## config.mk

```make
export PLATFORM = sky130hd
export DESIGN_NAME = tcp_mss_clamp_core
export DESIGN_NICKNAME = d
export VERILOG_FILES = /design/src/hdl/tmc_pkg.sv /design/src/hdl/tcp_mss_clamp_core.sv
export SDC_FILE = /design/constraint.sdc
export NUM_CORES = 1
export LEC_CHECK = 0
export ABC_CLOCK_PERIOD_IN_PS = 10100
export BUFFER_PORTS_ARGS = -buffer_cell sky130_fd_sc_hd__buf_2
export CORE_MARGIN = 10
export CORE_UTILIZATION = 62
export CTS_BUF_LIST = sky130_fd_sc_hd__clkbuf_4
export CTS_CLUSTER_DIAMETER = 80
export CTS_CLUSTER_SIZE = 25
export DETAILED_ROUTE_END_ITERATION = 10
export GPL_TIMING_DRIVEN = 0
export PLACE_DENSITY_LB_ADDON = 0.3
export SYNTH_ARGS = -nofsm -noshare
export SYNTH_HDL_FRONTEND = slang
export SYNTH_SLANG_ARGS = --single-unit
```

## constraint.sdc

```tcl
create_clock -name clk -period 10.1 [get_ports clk]
set_input_delay 3.03 -clock clk [delete_from_list [all_inputs] [get_ports clk]]
set_output_delay 3.03 -clock clk [all_outputs]
set_load 0.01 [all_outputs]
```

## src/hdl/tmc_pkg.sv

```systemverilog
`timescale 1ns / 1ps
// ----------------------------------------------------------------------------
// tmc_pkg: shared types and constants of the TCP MSS clamp
// Request and response payload structs, option-walk modes, status codes and
// the ones-complement checksum adjustment.
// ----------------------------------------------------------------------------
package tmc_pkg;

    typedef struct packed {
        logic [7:0] header_byte;
        logic       last;
    } hdr_req_t;

    typedef struct packed {
        logic [2:0]  status;
        logic [5:0]  mss_offset;
        logic [15:0] old_mss;
        logic [15:0] new_mss;
        logic [15:0] new_checksum;
    } hdr_rsp_t;

    typedef enum logic [2:0] {
        MODE_KIND      = 3'd0,
        MODE_LEN_OTHER = 3'd1,
        MODE_LEN_MSS   = 3'd2,
        MODE_SKIP      = 3'd3,
        MODE_MSS_HI    = 3'd4,
        MODE_MSS_LO    = 3'd5,
        MODE_DONE      = 3'd6
    } walk_mode_t;

    localparam logic [2:0] ST_NOT_SYN   = 3'd0;
    localparam logic [2:0] ST_NO_OPTS   = 3'd1;
    localparam logic [2:0] ST_NO_MSS    = 3'd2;
    localparam logic [2:0] ST_MALFORMED = 3'd3;
    localparam logic [2:0] ST_WITHIN    = 3'd4;
    localparam logic [2:0] ST_CLAMPED   = 3'd5;

    // Byte offsets within the TCP header, up to the largest byte position.
    localparam logic [5:0] OFS_DATA_OFFSET = 6'd12;
    localparam logic [5:0] OFS_FLAGS       = 6'd13;
    localparam logic [5:0] OFS_CSUM_HI     = 6'd16;
    localparam logic [5:0] OFS_CSUM_LO     = 6'd17;
    localparam logic [5:0] OFS_OPTIONS     = 6'd20;
    localparam logic [5:0] OFS_LAST        = 6'd63;

    localparam logic [7:0] OPT_END     = 8'd0;
    localparam logic [7:0] OPT_NOP     = 8'd1;
    localparam logic [7:0] OPT_MSS     = 8'd2;
    localparam logic [7:0] OPT_MSS_LEN = 8'd4;
    localparam logic [7:0] OPT_MIN_LEN = 8'd2;

    localparam int unsigned SYN_BIT = 1;

    localparam logic [15:0] MAX_MSS_RESET = 16'd1400;

    // Incremental checksum update: HC' = ~(~HC + ~m + m') with end-around carry.
    function automatic logic [15:0] csum_adjust(input logic [15:0] hc,
                                                input logic [15:0] m_old,
                                                input logic [15:0] m_new);
        logic [17:0] s;
        s = {2'b00, ~hc} + {2'b00, ~m_old} + {2'b00, m_new};
        s = {2'b00, s[15:0]} + {16'h0000, s[17:16]};
        s = {2'b00, s[15:0]} + {16'h0000, s[17:16]};
        return ~s[15:0];
    endfunction

endpackage

```

## src/hdl/tcp_mss_clamp_core.sv

```systemverilog
`timescale 1ns / 1ps
// ----------------------------------------------------------------------------
// tcp_mss_clamp_core: streaming TCP MSS clamp with checksum update
// Parses one TCP header a byte at a time, walks the options of SYN segments
// and clamps an oversized MSS option, giving one response per header.
// ----------------------------------------------------------------------------
//
//  Channel | Signals                           | Moves
//  --------+-----------------------------------+------------------------------
//  req     | req_valid, req_ready, req_data    | one header byte and last flag
//  rsp     | rsp_valid, rsp_ready, rsp_data    | one result per header
//  cfg     | cfg_wr_en, cfg_wr_data            | max_mss register write
//
// One header byte is taken every cycle unless a final byte is held. A request
// is parsed while it sits in the input register, and the response of a final
// byte is loaded into the output register when that byte moves on from the
// input register. The parse of the registered byte is combinational. A
// response that is not taken holds only a final byte, and the bytes behind
// it wait. Reset clears the parse state and sets max_mss to 1400.
// ----------------------------------------------------------------------------
module tcp_mss_clamp_core #(
    parameter int unsigned MAX_HEADER_BYTES = 60
) (
    input  logic              clk,
    input  logic              rst_n,

    input  logic              req_valid,
    output logic              req_ready,
    input  tmc_pkg::hdr_req_t req_data,

    output logic              rsp_valid,
    input  logic              rsp_ready,
    output tmc_pkg::hdr_rsp_t rsp_data,

    input  logic              cfg_wr_en,
    input  logic [15:0]       cfg_wr_data
);

    localparam logic [5:0] HDR_CAP = 6'(MAX_HEADER_BYTES);

    // Configuration register.
    logic [15:0] max_mss_reg;

    // Input register stage.
    logic              in_valid_reg;
    tmc_pkg::hdr_req_t in_data_reg;

    // Parse state.
    logic [5:0]          byte_index_reg,    byte_index_next;
    logic                syn_seen_reg,      syn_seen_next;
    logic [5:0]          header_length_reg, header_length_next;
    tmc_pkg::walk_mode_t walk_mode_reg,     walk_mode_next;
    logic [5:0]          skip_left_reg,     skip_left_next;
    logic [15:0]         checksum_held_reg, checksum_held_next;
    logic [15:0]         mss_found_reg,     mss_found_next;
    logic [5:0]          mss_position_reg,  mss_position_next;
    logic [2:0]          walk_status_reg,   walk_status_next;

    // State after the current byte, before the end-of-header clear.
    logic [5:0]          upd_byte_index;
    logic                upd_syn_seen;
    logic [5:0]          upd_header_length;
    tmc_pkg::walk_mode_t upd_walk_mode;
    logic [5:0]          upd_skip_left;
    logic [15:0]         upd_checksum_held;
    logic [15:0]         upd_mss_found;
    logic [5:0]          upd_mss_position;
    logic [2:0]          upd_walk_status;

    // Output register stage.
    logic              rsp_valid_reg;
    tmc_pkg::hdr_rsp_t rsp_data_reg;
    tmc_pkg::hdr_rsp_t rsp_next;

    logic       advance;
    logic [7:0] cur_byte;
    logic [5:0] p;

    // The registered byte moves on unless it is a final byte facing a full,
    // stalled output register.
    assign advance   = in_valid_reg &&
                       (!in_data_reg.last || !rsp_valid_reg || rsp_ready);
    assign req_ready = !in_valid_reg || advance;
    assign rsp_valid = rsp_valid_reg;
    assign rsp_data  = rsp_data_reg;
    assign cur_byte  = in_data_reg.header_byte;
    assign p         = byte_index_reg;

    always_ff @(posedge clk or negedge rst_n)
    begin
        if (!rst_n)
        begin
            max_mss_reg <= tmc_pkg::MAX_MSS_RESET;
        end
        else if (cfg_wr_en)
        begin
            max_mss_reg <= cfg_wr_data;
        end
    end

    always_ff @(posedge clk or negedge rst_n)
    begin
        if (!rst_n)
        begin
            in_valid_reg <= 1'b0;
        end
        else if (req_ready)
        begin
            in_valid_reg <= req_valid;
        end
    end

    always_ff @(posedge clk)
    begin
        if (req_valid && req_ready)
        begin
            in_data_reg <= req_data;
        end
    end

    // Next state of the header parser and option walk.
    always_comb
    begin
        logic [6:0] kind_end;
        logic [8:0] opt_end;
        logic [5:0] skip_len;

        upd_byte_index    = (byte_index_reg == tmc_pkg::OFS_LAST) ?
                            byte_index_reg : byte_index_reg + 6'd1;
        upd_syn_seen      = syn_seen_reg;
        upd_header_length = header_length_reg;
        upd_walk_mode     = walk_mode_reg;
        upd_skip_left     = skip_left_reg;
        upd_checksum_held = checksum_held_reg;
        upd_mss_found     = mss_found_reg;
        upd_mss_position  = mss_position_reg;
        upd_walk_status   = walk_status_reg;

        // End of an option kind byte, and end of the option a length implies.
        kind_end = {1'b0, p} + 7'd1;
        opt_end  = {3'b000, p} - 9'd1 + {1'b0, cur_byte};
        skip_len = 6'(cur_byte - tmc_pkg::OPT_MIN_LEN);

        if (p == tmc_pkg::OFS_DATA_OFFSET)
        begin
            upd_header_length = ({cur_byte[7:4], 2'b00} > HDR_CAP) ?
                                HDR_CAP : {cur_byte[7:4], 2'b00};
        end
        else if (p == tmc_pkg::OFS_FLAGS)
        begin
            upd_syn_seen = cur_byte[tmc_pkg::SYN_BIT];
        end
        else if (p == tmc_pkg::OFS_CSUM_HI)
        begin
            upd_checksum_held = {cur_byte, checksum_held_reg[7:0]};
        end
        else if (p == tmc_pkg::OFS_CSUM_LO)
        begin
            upd_checksum_held = {checksum_held_reg[15:8], cur_byte};
        end
        else if (p >= tmc_pkg::OFS_OPTIONS && p < header_length_reg && syn_seen_reg)
        begin
            case (walk_mode_reg)
                tmc_pkg::MODE_KIND:
                begin
                    if (cur_byte == tmc_pkg::OPT_END)
                    begin
                        upd_walk_status = tmc_pkg::ST_NO_MSS;
                        upd_walk_mode   = tmc_pkg::MODE_DONE;
                    end
                    else if (cur_byte == tmc_pkg::OPT_NOP)
                    begin
                        upd_walk_mode = tmc_pkg::MODE_KIND;
                    end
                    else if (kind_end >= {1'b0, header_length_reg})
                    begin
                        upd_walk_status = tmc_pkg::ST_MALFORMED;
                        upd_walk_mode   = tmc_pkg::MODE_DONE;
                    end
                    else if (cur_byte == tmc_pkg::OPT_MSS)
                    begin
                        upd_walk_mode = tmc_pkg::MODE_LEN_MSS;
                    end
                    else
                    begin
                        upd_walk_mode = tmc_pkg::MODE_LEN_OTHER;
                    end
                end
                tmc_pkg::MODE_LEN_OTHER,
                tmc_pkg::MODE_LEN_MSS:
                begin
                    if (cur_byte < tmc_pkg::OPT_MIN_LEN ||
                        opt_end > {3'b000, header_length_reg})
                    begin
                        upd_walk_status = tmc_pkg::ST_MALFORMED;
                        upd_walk_mode   = tmc_pkg::MODE_DONE;
                    end
                    else if (walk_mode_reg == tmc_pkg::MODE_LEN_MSS &&
                             cur_byte == tmc_pkg::OPT_MSS_LEN)
                    begin
                        upd_mss_position = p + 6'd1;
                        upd_walk_mode    = tmc_pkg::MODE_MSS_HI;
                    end
                    else
                    begin
                        upd_skip_left = skip_len;
                        upd_walk_mode = (skip_len == 6'd0) ?
                                        tmc_pkg::MODE_KIND : tmc_pkg::MODE_SKIP;
                    end
                end
                tmc_pkg::MODE_SKIP:
                begin
                    upd_skip_left = skip_left_reg - 6'd1;
                    if (skip_left_reg == 6'd1)
                    begin
                        upd_walk_mode = tmc_pkg::MODE_KIND;
                    end
                end
                tmc_pkg::MODE_MSS_HI:
                begin
                    upd_mss_found = {cur_byte, 8'h00};
                    upd_walk_mode = tmc_pkg::MODE_MSS_LO;
                end
                tmc_pkg::MODE_MSS_LO:
                begin
                    upd_mss_found   = {mss_found_reg[15:8], cur_byte};
                    upd_walk_status = ({mss_found_reg[15:8], cur_byte} > max_mss_reg) ?
                                      tmc_pkg::ST_CLAMPED : tmc_pkg::ST_WITHIN;
                    upd_walk_mode   = tmc_pkg::MODE_DONE;
                end
                default:
                begin
                    upd_walk_mode = walk_mode_reg;
                end
            endcase
        end

        // A held byte keeps the state; a final byte restarts parsing for the next header.
        if (!advance)
        begin
            byte_index_next    = byte_index_reg;
            syn_seen_next      = syn_seen_reg;
            header_length_next = header_length_reg;
            walk_mode_next     = walk_mode_reg;
            skip_left_next     = skip_left_reg;
            checksum_held_next = checksum_held_reg;
            mss_found_next     = mss_found_reg;
            mss_position_next  = mss_position_reg;
            walk_status_next   = walk_status_reg;
        end
        else if (in_data_reg.last)
        begin
            byte_index_next    = 6'd0;
            syn_seen_next      = 1'b0;
            header_length_next = 6'd0;
            walk_mode_next     = tmc_pkg::MODE_KIND;
            skip_left_next     = 6'd0;
            checksum_held_next = 16'h0000;
            mss_found_next     = 16'h0000;
            mss_position_next  = 6'd0;
            walk_status_next   = tmc_pkg::ST_NOT_SYN;
        end
        else
        begin
            byte_index_next    = upd_byte_index;
            syn_seen_next      = upd_syn_seen;
            header_length_next = upd_header_length;
            walk_mode_next     = upd_walk_mode;
            skip_left_next     = upd_skip_left;
            checksum_held_next = upd_checksum_held;
            mss_found_next     = upd_mss_found;
            mss_position_next  = upd_mss_position;
            walk_status_next   = upd_walk_status;
        end
    end

    // Response for a final byte, taken from the state that byte leaves.
    always_comb
    begin
        logic [2:0] st;

        if (!upd_syn_seen)
        begin
            st = tmc_pkg::ST_NOT_SYN;
        end
        else if (upd_header_length <= tmc_pkg::OFS_OPTIONS)
        begin
            st = tmc_pkg::ST_NO_OPTS;
        end
        else if (upd_walk_mode == tmc_pkg::MODE_DONE)
        begin
            st = upd_walk_status;
        end
        else if (upd_walk_mode == tmc_pkg::MODE_KIND)
        begin
            st = tmc_pkg::ST_NO_MSS;
        end
        else
        begin
            // The header ended part way through an option.
            st = tmc_pkg::ST_MALFORMED;
        end

        rsp_next.status       = st;
        rsp_next.mss_offset   = 6'd0;
        rsp_next.old_mss      = 16'h0000;
        rsp_next.new_mss      = 16'h0000;
        rsp_next.new_checksum = upd_checksum_held;

        if (st inside {tmc_pkg::ST_WITHIN, tmc_pkg::ST_CLAMPED})
        begin
            rsp_next.mss_offset = upd_mss_position;
            rsp_next.old_mss    = upd_mss_found;
            rsp_next.new_mss    = upd_mss_found;
        end
        if (st == tmc_pkg::ST_CLAMPED)
        begin
            rsp_next.new_mss      = max_mss_reg;
            rsp_next.new_checksum = tmc_pkg::csum_adjust(upd_checksum_held,
                                                         upd_mss_found, max_mss_reg);
        end
    end

    always_ff @(posedge clk or negedge rst_n)
    begin
        if (!rst_n)
        begin
            byte_index_reg    <= 6'd0;
            syn_seen_reg      <= 1'b0;
            header_length_reg <= 6'd0;
            walk_mode_reg     <= tmc_pkg::MODE_KIND;
            skip_left_reg     <= 6'd0;
            checksum_held_reg <= 16'h0000;
            mss_found_reg     <= 16'h0000;
            mss_position_reg  <= 6'd0;
            walk_status_reg   <= tmc_pkg::ST_NOT_SYN;
        end
        else
        begin
            byte_index_reg    <= byte_index_next;
            syn_seen_reg      <= syn_seen_next;
            header_length_reg <= header_length_next;
            walk_mode_reg     <= walk_mode_next;
            skip_left_reg     <= skip_left_next;
            checksum_held_reg <= checksum_held_next;
            mss_found_reg     <= mss_found_next;
            mss_position_reg  <= mss_position_next;
            walk_status_reg   <= walk_status_next;
        end
    end

    // Output register: loaded by a final byte, emptied when taken.
    always_ff @(posedge clk or negedge rst_n)
    begin
        if (!rst_n)
        begin
            rsp_valid_reg <= 1'b0;
        end
        else if (advance && in_data_reg.last)
        begin
            rsp_valid_reg <= 1'b1;
        end
        else if (rsp_ready)
        begin
            rsp_valid_reg <= 1'b0;
        end
    end

    always_ff @(posedge clk)
    begin
        if (advance && in_data_reg.last)
        begin
            rsp_data_reg <= rsp_next;
        end
    end

endmodule

```

After elaboration in Yosys (flattened, before gate mapping)
Index checks and enable logic that the tools add are counted.
Widths: inputs -> output; s select.
{ "word_totals": {"latchBits": 0, "romBits": 0, "memories": 0, "ramBits": 0, "reg_bits": 147} }
{ "op_classes": {"n_bitwise": 3, "mux": 73, "n_eq_ne": 24, "add_sub_neg": 10, "n_div": 0, "n_reduce_logical": 24, "order_cmp": 8, "shifts": 0, "multipliers": 0} }
{ "op_table": {"columns": ["operator", "count"], "rows": [
  ["$mux 16", 11],
  ["$mux 6", 22],
  ["$mux 3", 25],
  ["$not 16->16", 3],
  ["$mux 32", 1],
  ["$pmux 16 s2", 1],
  ["$add 17x16->18", 1],
  ["$add 16x16->17", 1],
  ["$add 16x2->17", 1],
  ["$add 16x1->16", 1],
  ["$gt 16x16->1", 1],
  ["$eq 3x3->1 const B", 5],
  ["$pmux 3 s5", 1],
  ["$eq 6x4->1 const B", 2],
  ["$eq 6x5->1 const B", 2],
  ["$pmux 6 s2", 1],
  ["$ne 2x2->1 const B", 5],
  ["$add 9x8->9", 1],
  ["$gt 9x6->1", 1],
  ["$pmux 3 s3", 1],
  ["$reduce_and 9->1", 1],
  ["$eq 8x1->1 const B", 1],
  ["$eq 8x2->1 const B", 1],
  ["$eq 8x3->1 const B", 1],
  ["29 further kinds", 51]
]} }

Longest topological paths before layout
{ "depth": {"ltp_word": 20, "ltp_mapped": 40, "ltp_nobuf": 38} }

Worst setup path after synthesis
No wires, ideal clock.
{ "synth_path": {"kind": "flip-flop to flip-flop", "from": "register byte_index_reg[0]", "to": "register rsp_data_reg, in the netlist rsp_data[14] (data pin)", "arrival_ns": 7.974, "stages_incl_launch_ff": 40, "path_buffers": 2, "required_time_ns": 9.831, "slack_ns": 1.856, "setup_time_ns": 0.269, "path_cell_list": "dfrtp_1 clkbuf_1 inv_1 ha_1 nor2b_1 o21a_1 o21ai_0 a21oi_1 nor2_1 and3_1 buf_2 nor2_1 a22oi_1 fa_1 ha_1 a2111oi_0 o21ai_0 a311oi_1 (+4 left out) xnor2_1 ha_1 inv_1 fa_1 nor2_1 nand3_2 nor4_4 nand2_1 nor4_1 ha_1 ha_1 nand2_1 or2_2 nor3b_1 nor3b_1 nand4_1 xnor2_1 mux2i_1"} }
{ "synth_rtl": {"columns": ["element", "line_no", "text"], "rows": [
  ["start, declared", "tcp_mss_clamp_core.sv:49", "logic [5:0] byte_index_reg, byte_index_next;"],
  ["start signal, assigned", "tcp_mss_clamp_core.sv:340", "byte_index_reg <= byte_index_next;"],
  ["end signal, assigned", "tcp_mss_clamp_core.sv:373", "rsp_data_reg <= rsp_next;"],
  ["end, declared", "tcp_mss_clamp_core.sv:72", "tmc_pkg::hdr_rsp_t rsp_data_reg;"]
]} }

==> reports/results.ini <==
[status]
status = finished clean

[sta]
hold_violations = 0
rsz0062_at_grt = false
slew_headroom_pct = 42.7
setup_violations = 0
fmax_mhz = 107
worst-slew-pin-transition_ns = 0.853
min_period_over_period_pct = 92.3
worst_slack_ns = 0.781
skew_ns = 0.0255
finalMaxSlewViolations = 0
period_minus_slack_ns = 9.32

[power]
p_per_area_nw_per_um2 = 147
ir_worst_vdd_mv = 0.0877
power_mw = 1.60
p_leak_nw = 4.67

[critical_path]
ff2ff_path_depth = 39
slowest_delay_ns = 0.49
r2r_start = byte_index_reg[0]
crit_arrival_ns = 9.65
cp_slowest_cell = fa_1
path_delay_family = simple AND/OR/NAND/NOR gates
reg2reg_to = rsp_data[12]
cp_max_fo = 9
startpoint_type = flop
cp.required_ns = 10.43
setup.worst_path.end_class = flop
worstPathBufferInverterCount = 4
r2r_slack_ns = 0.78
worstSetupPathType = flop to flop
crit_top_cell = ha_1

[yosys]
ys_top_cells_by_area = edfxtp_1 (20%), dfrtp_1 (19%), ha_1 (8.9%)
synthTopCellsByCount = nand2_1 (117), o21ai_0 (82), nor2_1 (78), dfrtp_1 (75), ha_1 (70)
syn_avg_cell_area_um2 = 9.81
yosysTopAreaCell = edfxtp_1
yosysUniqueCellTypes = 81
postSynthCellCount = 1002
ys_ff_latch = 147
syn_nets = 1121
yosysWarnings = 0
syn-cell-area_um2 = 9830
ys.flop_type = dfrtp_1
synth-seq-area-share_pct = 40.9
synth_top_area_share_pct = 20.2
ys_async_sr_fraction_pct = 55.1
yosysMostFrequentCell = nand2_1
synth_edf_count = 66

[clocking]
postCtsHoldBufs = 0
cts_tree = done
clkSinkCount = 147
clk_latency_ns = 0.59
cts_buffers = 17
clk_pin_slew_ns = 0.14
clk_path_buf_depth = 2
cts_max_level = 4
cts-root-buf = clkbuf_4

[cells_and_area]
n_fill_cell = 1210
synthToLayoutAreaGrowth_pct = 11.2
layout.nets = 1232
layout-drive-gt1-share_pct = 16.8
largest_reg_flops = 57
post-route-util_pct = 71.1
final_cell_area_um2 = 10900

[place]
place.gp.congestion = 0.945
hpwl_mm = 20.1
postPlaceCellArea_um2 = 10600
pre_cts_slack_ns = -0.0436
port_buffers = 88

[floorplan]
rows = 45
die_x_um = 146
die-area_um2 = 21300
die-height_um = 146
num_io_pins = 89
start_util_pct = 64.0
core-area_um2 = 15400

[routing]
drtIter0Drc = 938
met2WireLength_mm = 11.6
ant_nets = 0
dr_wl_met3_mm = 2.45
drt-met1-wl_mm = 11.4
via_per_inst = 6.11
first_pass_iters = 5
vias = 8173
drt_wl_total_mm = 26.1
drt-wirelength-per-cell_um = 19.5
drc = 0
top_layer = met4

[global_routing]
grt_pass1_wl_mm = 41.7
grt_pass1_vias = 7770
grt_start_max_net_pins = 62
grtUsageTotal_pct = 24.4
grt_overflow = 0
antenna_found_initial = 1

[run]
maxCapViolations = 0

[worst_hold_path]
worstHoldStart = mss_found_reg[1]
holdPathStages = 2
hp-class = flop to flop
min_to = mss_found_reg[1]

-- cells in the final DEF, fill, tap and decap left out, types with 17 or more instances in the layout --
master and count:
xor2_1 17, mux2i_1 35, nand2_1 117, a21oi_1 51, clkbuf_1 26, xnor2_1 34, a21o_1 17, clkbuf_4 18
edfxtp_1 66, inv_1 55, dfrtp_1 75, o21ai_0 81, ha_1 70, nor2_1 75, nand3_1 23, buf_2 95
fa_1 19, nor3_1 18
-- cells by family after synthesis --
family | Yosys count | synth area share, %
mux | 52 | 5.51
fa+ha+maj | 90 | 12.9
simple gates | 317 | 15.9
compound gates | 249 | 16.3
xor+xnor | 52 | 4.71
buf+inv | 95 | 3.84
flops | 147 | 40.9
-- worst max path at each step --
stage	cells after the start	start	slack [ns]	end
final	39	byte_index_reg[0]	0.78	rsp_data[12]
after global routing	39	byte_index_reg[0]	0.09	rsp_data[12]
after CTS	39	byte_index_reg[0]	0.07	rsp_data[12]
after detailed placement	39	byte_index_reg[0]	-0.04	rsp_data[12]
after global placement	39	byte_index_reg[0]	0.003	rsp_data[12]
after floorplan	39	byte_index_reg[0]	1.86	rsp_data[14]
-- power breakdown --
group / total [mW] / internal [mW] / switching (mW)
sequential: 0.686 / 0.658 / 0.0279
combinational: 0.567 / 0.218 / 0.350
clock: 0.348 / 0.106 / 0.242
total: 1.60 / 0.982 / 0.619
-- tightest hold or removal path, cell delays in order, from the launching register on --
cell and delay (ns):
dfrtp_1 0.37, nand2_1 0.04, o21ai_0 0.06
-- through the flow --
| stage | TNS (ns) | hold slack, ns | cells |
|---|---|---|---|
| floorplan | 0 | 0.449 | 1002 |
| global placement | 0 | 0.458 | 1301 |
| detailed placement | -0.0638 | 0.471 | 1303 |
| CTS | 0 | 0.501 | 1335 |
| global route | 0 | 0.533 | 1338 |
| finish | 0 | 0.500 | 1338 |
-- routing by layer --
layer / track usage, % / vias up
li1: - / 3840
met1: 34.2 / 3847
met2: 36.4 / 425
met3: 5.53 / 61
met4: 8.54 / 0
met5: 0 / -
-- layout make-up --
| class | instances | area (um2) | share of cell area, % |
|---|---|---|---|
| Tap cell | 211 | 264 | 2.41 |
| Multi-Input combinational cell | 761 | 5510 | 50.4 |
| Inverter | 55 | 206 | 1.89 |
| Antenna cell | 1 | 2.50 | 0.0229 |
| Sequential cell | 147 | 4020 | 36.7 |
| Timing Repair Buffer | 92 | 505 | 4.62 |
| Clock buffer | 18 | 135 | 1.24 |
| Clock inverter | 14 | 123 | 1.12 |
| Buffer | 39 | 168 | 1.53 |
-- what timing repair did --
action / 4_1_cts / 5_1_grt
resized for setup: 2 / 12
setup endpoints to repair: 2 / 7
pin swaps: 0 / 1
setup buffers: 0 / 2
cloned: 0 / 1
Note: power is estimated with default switching activity, not from simulation.
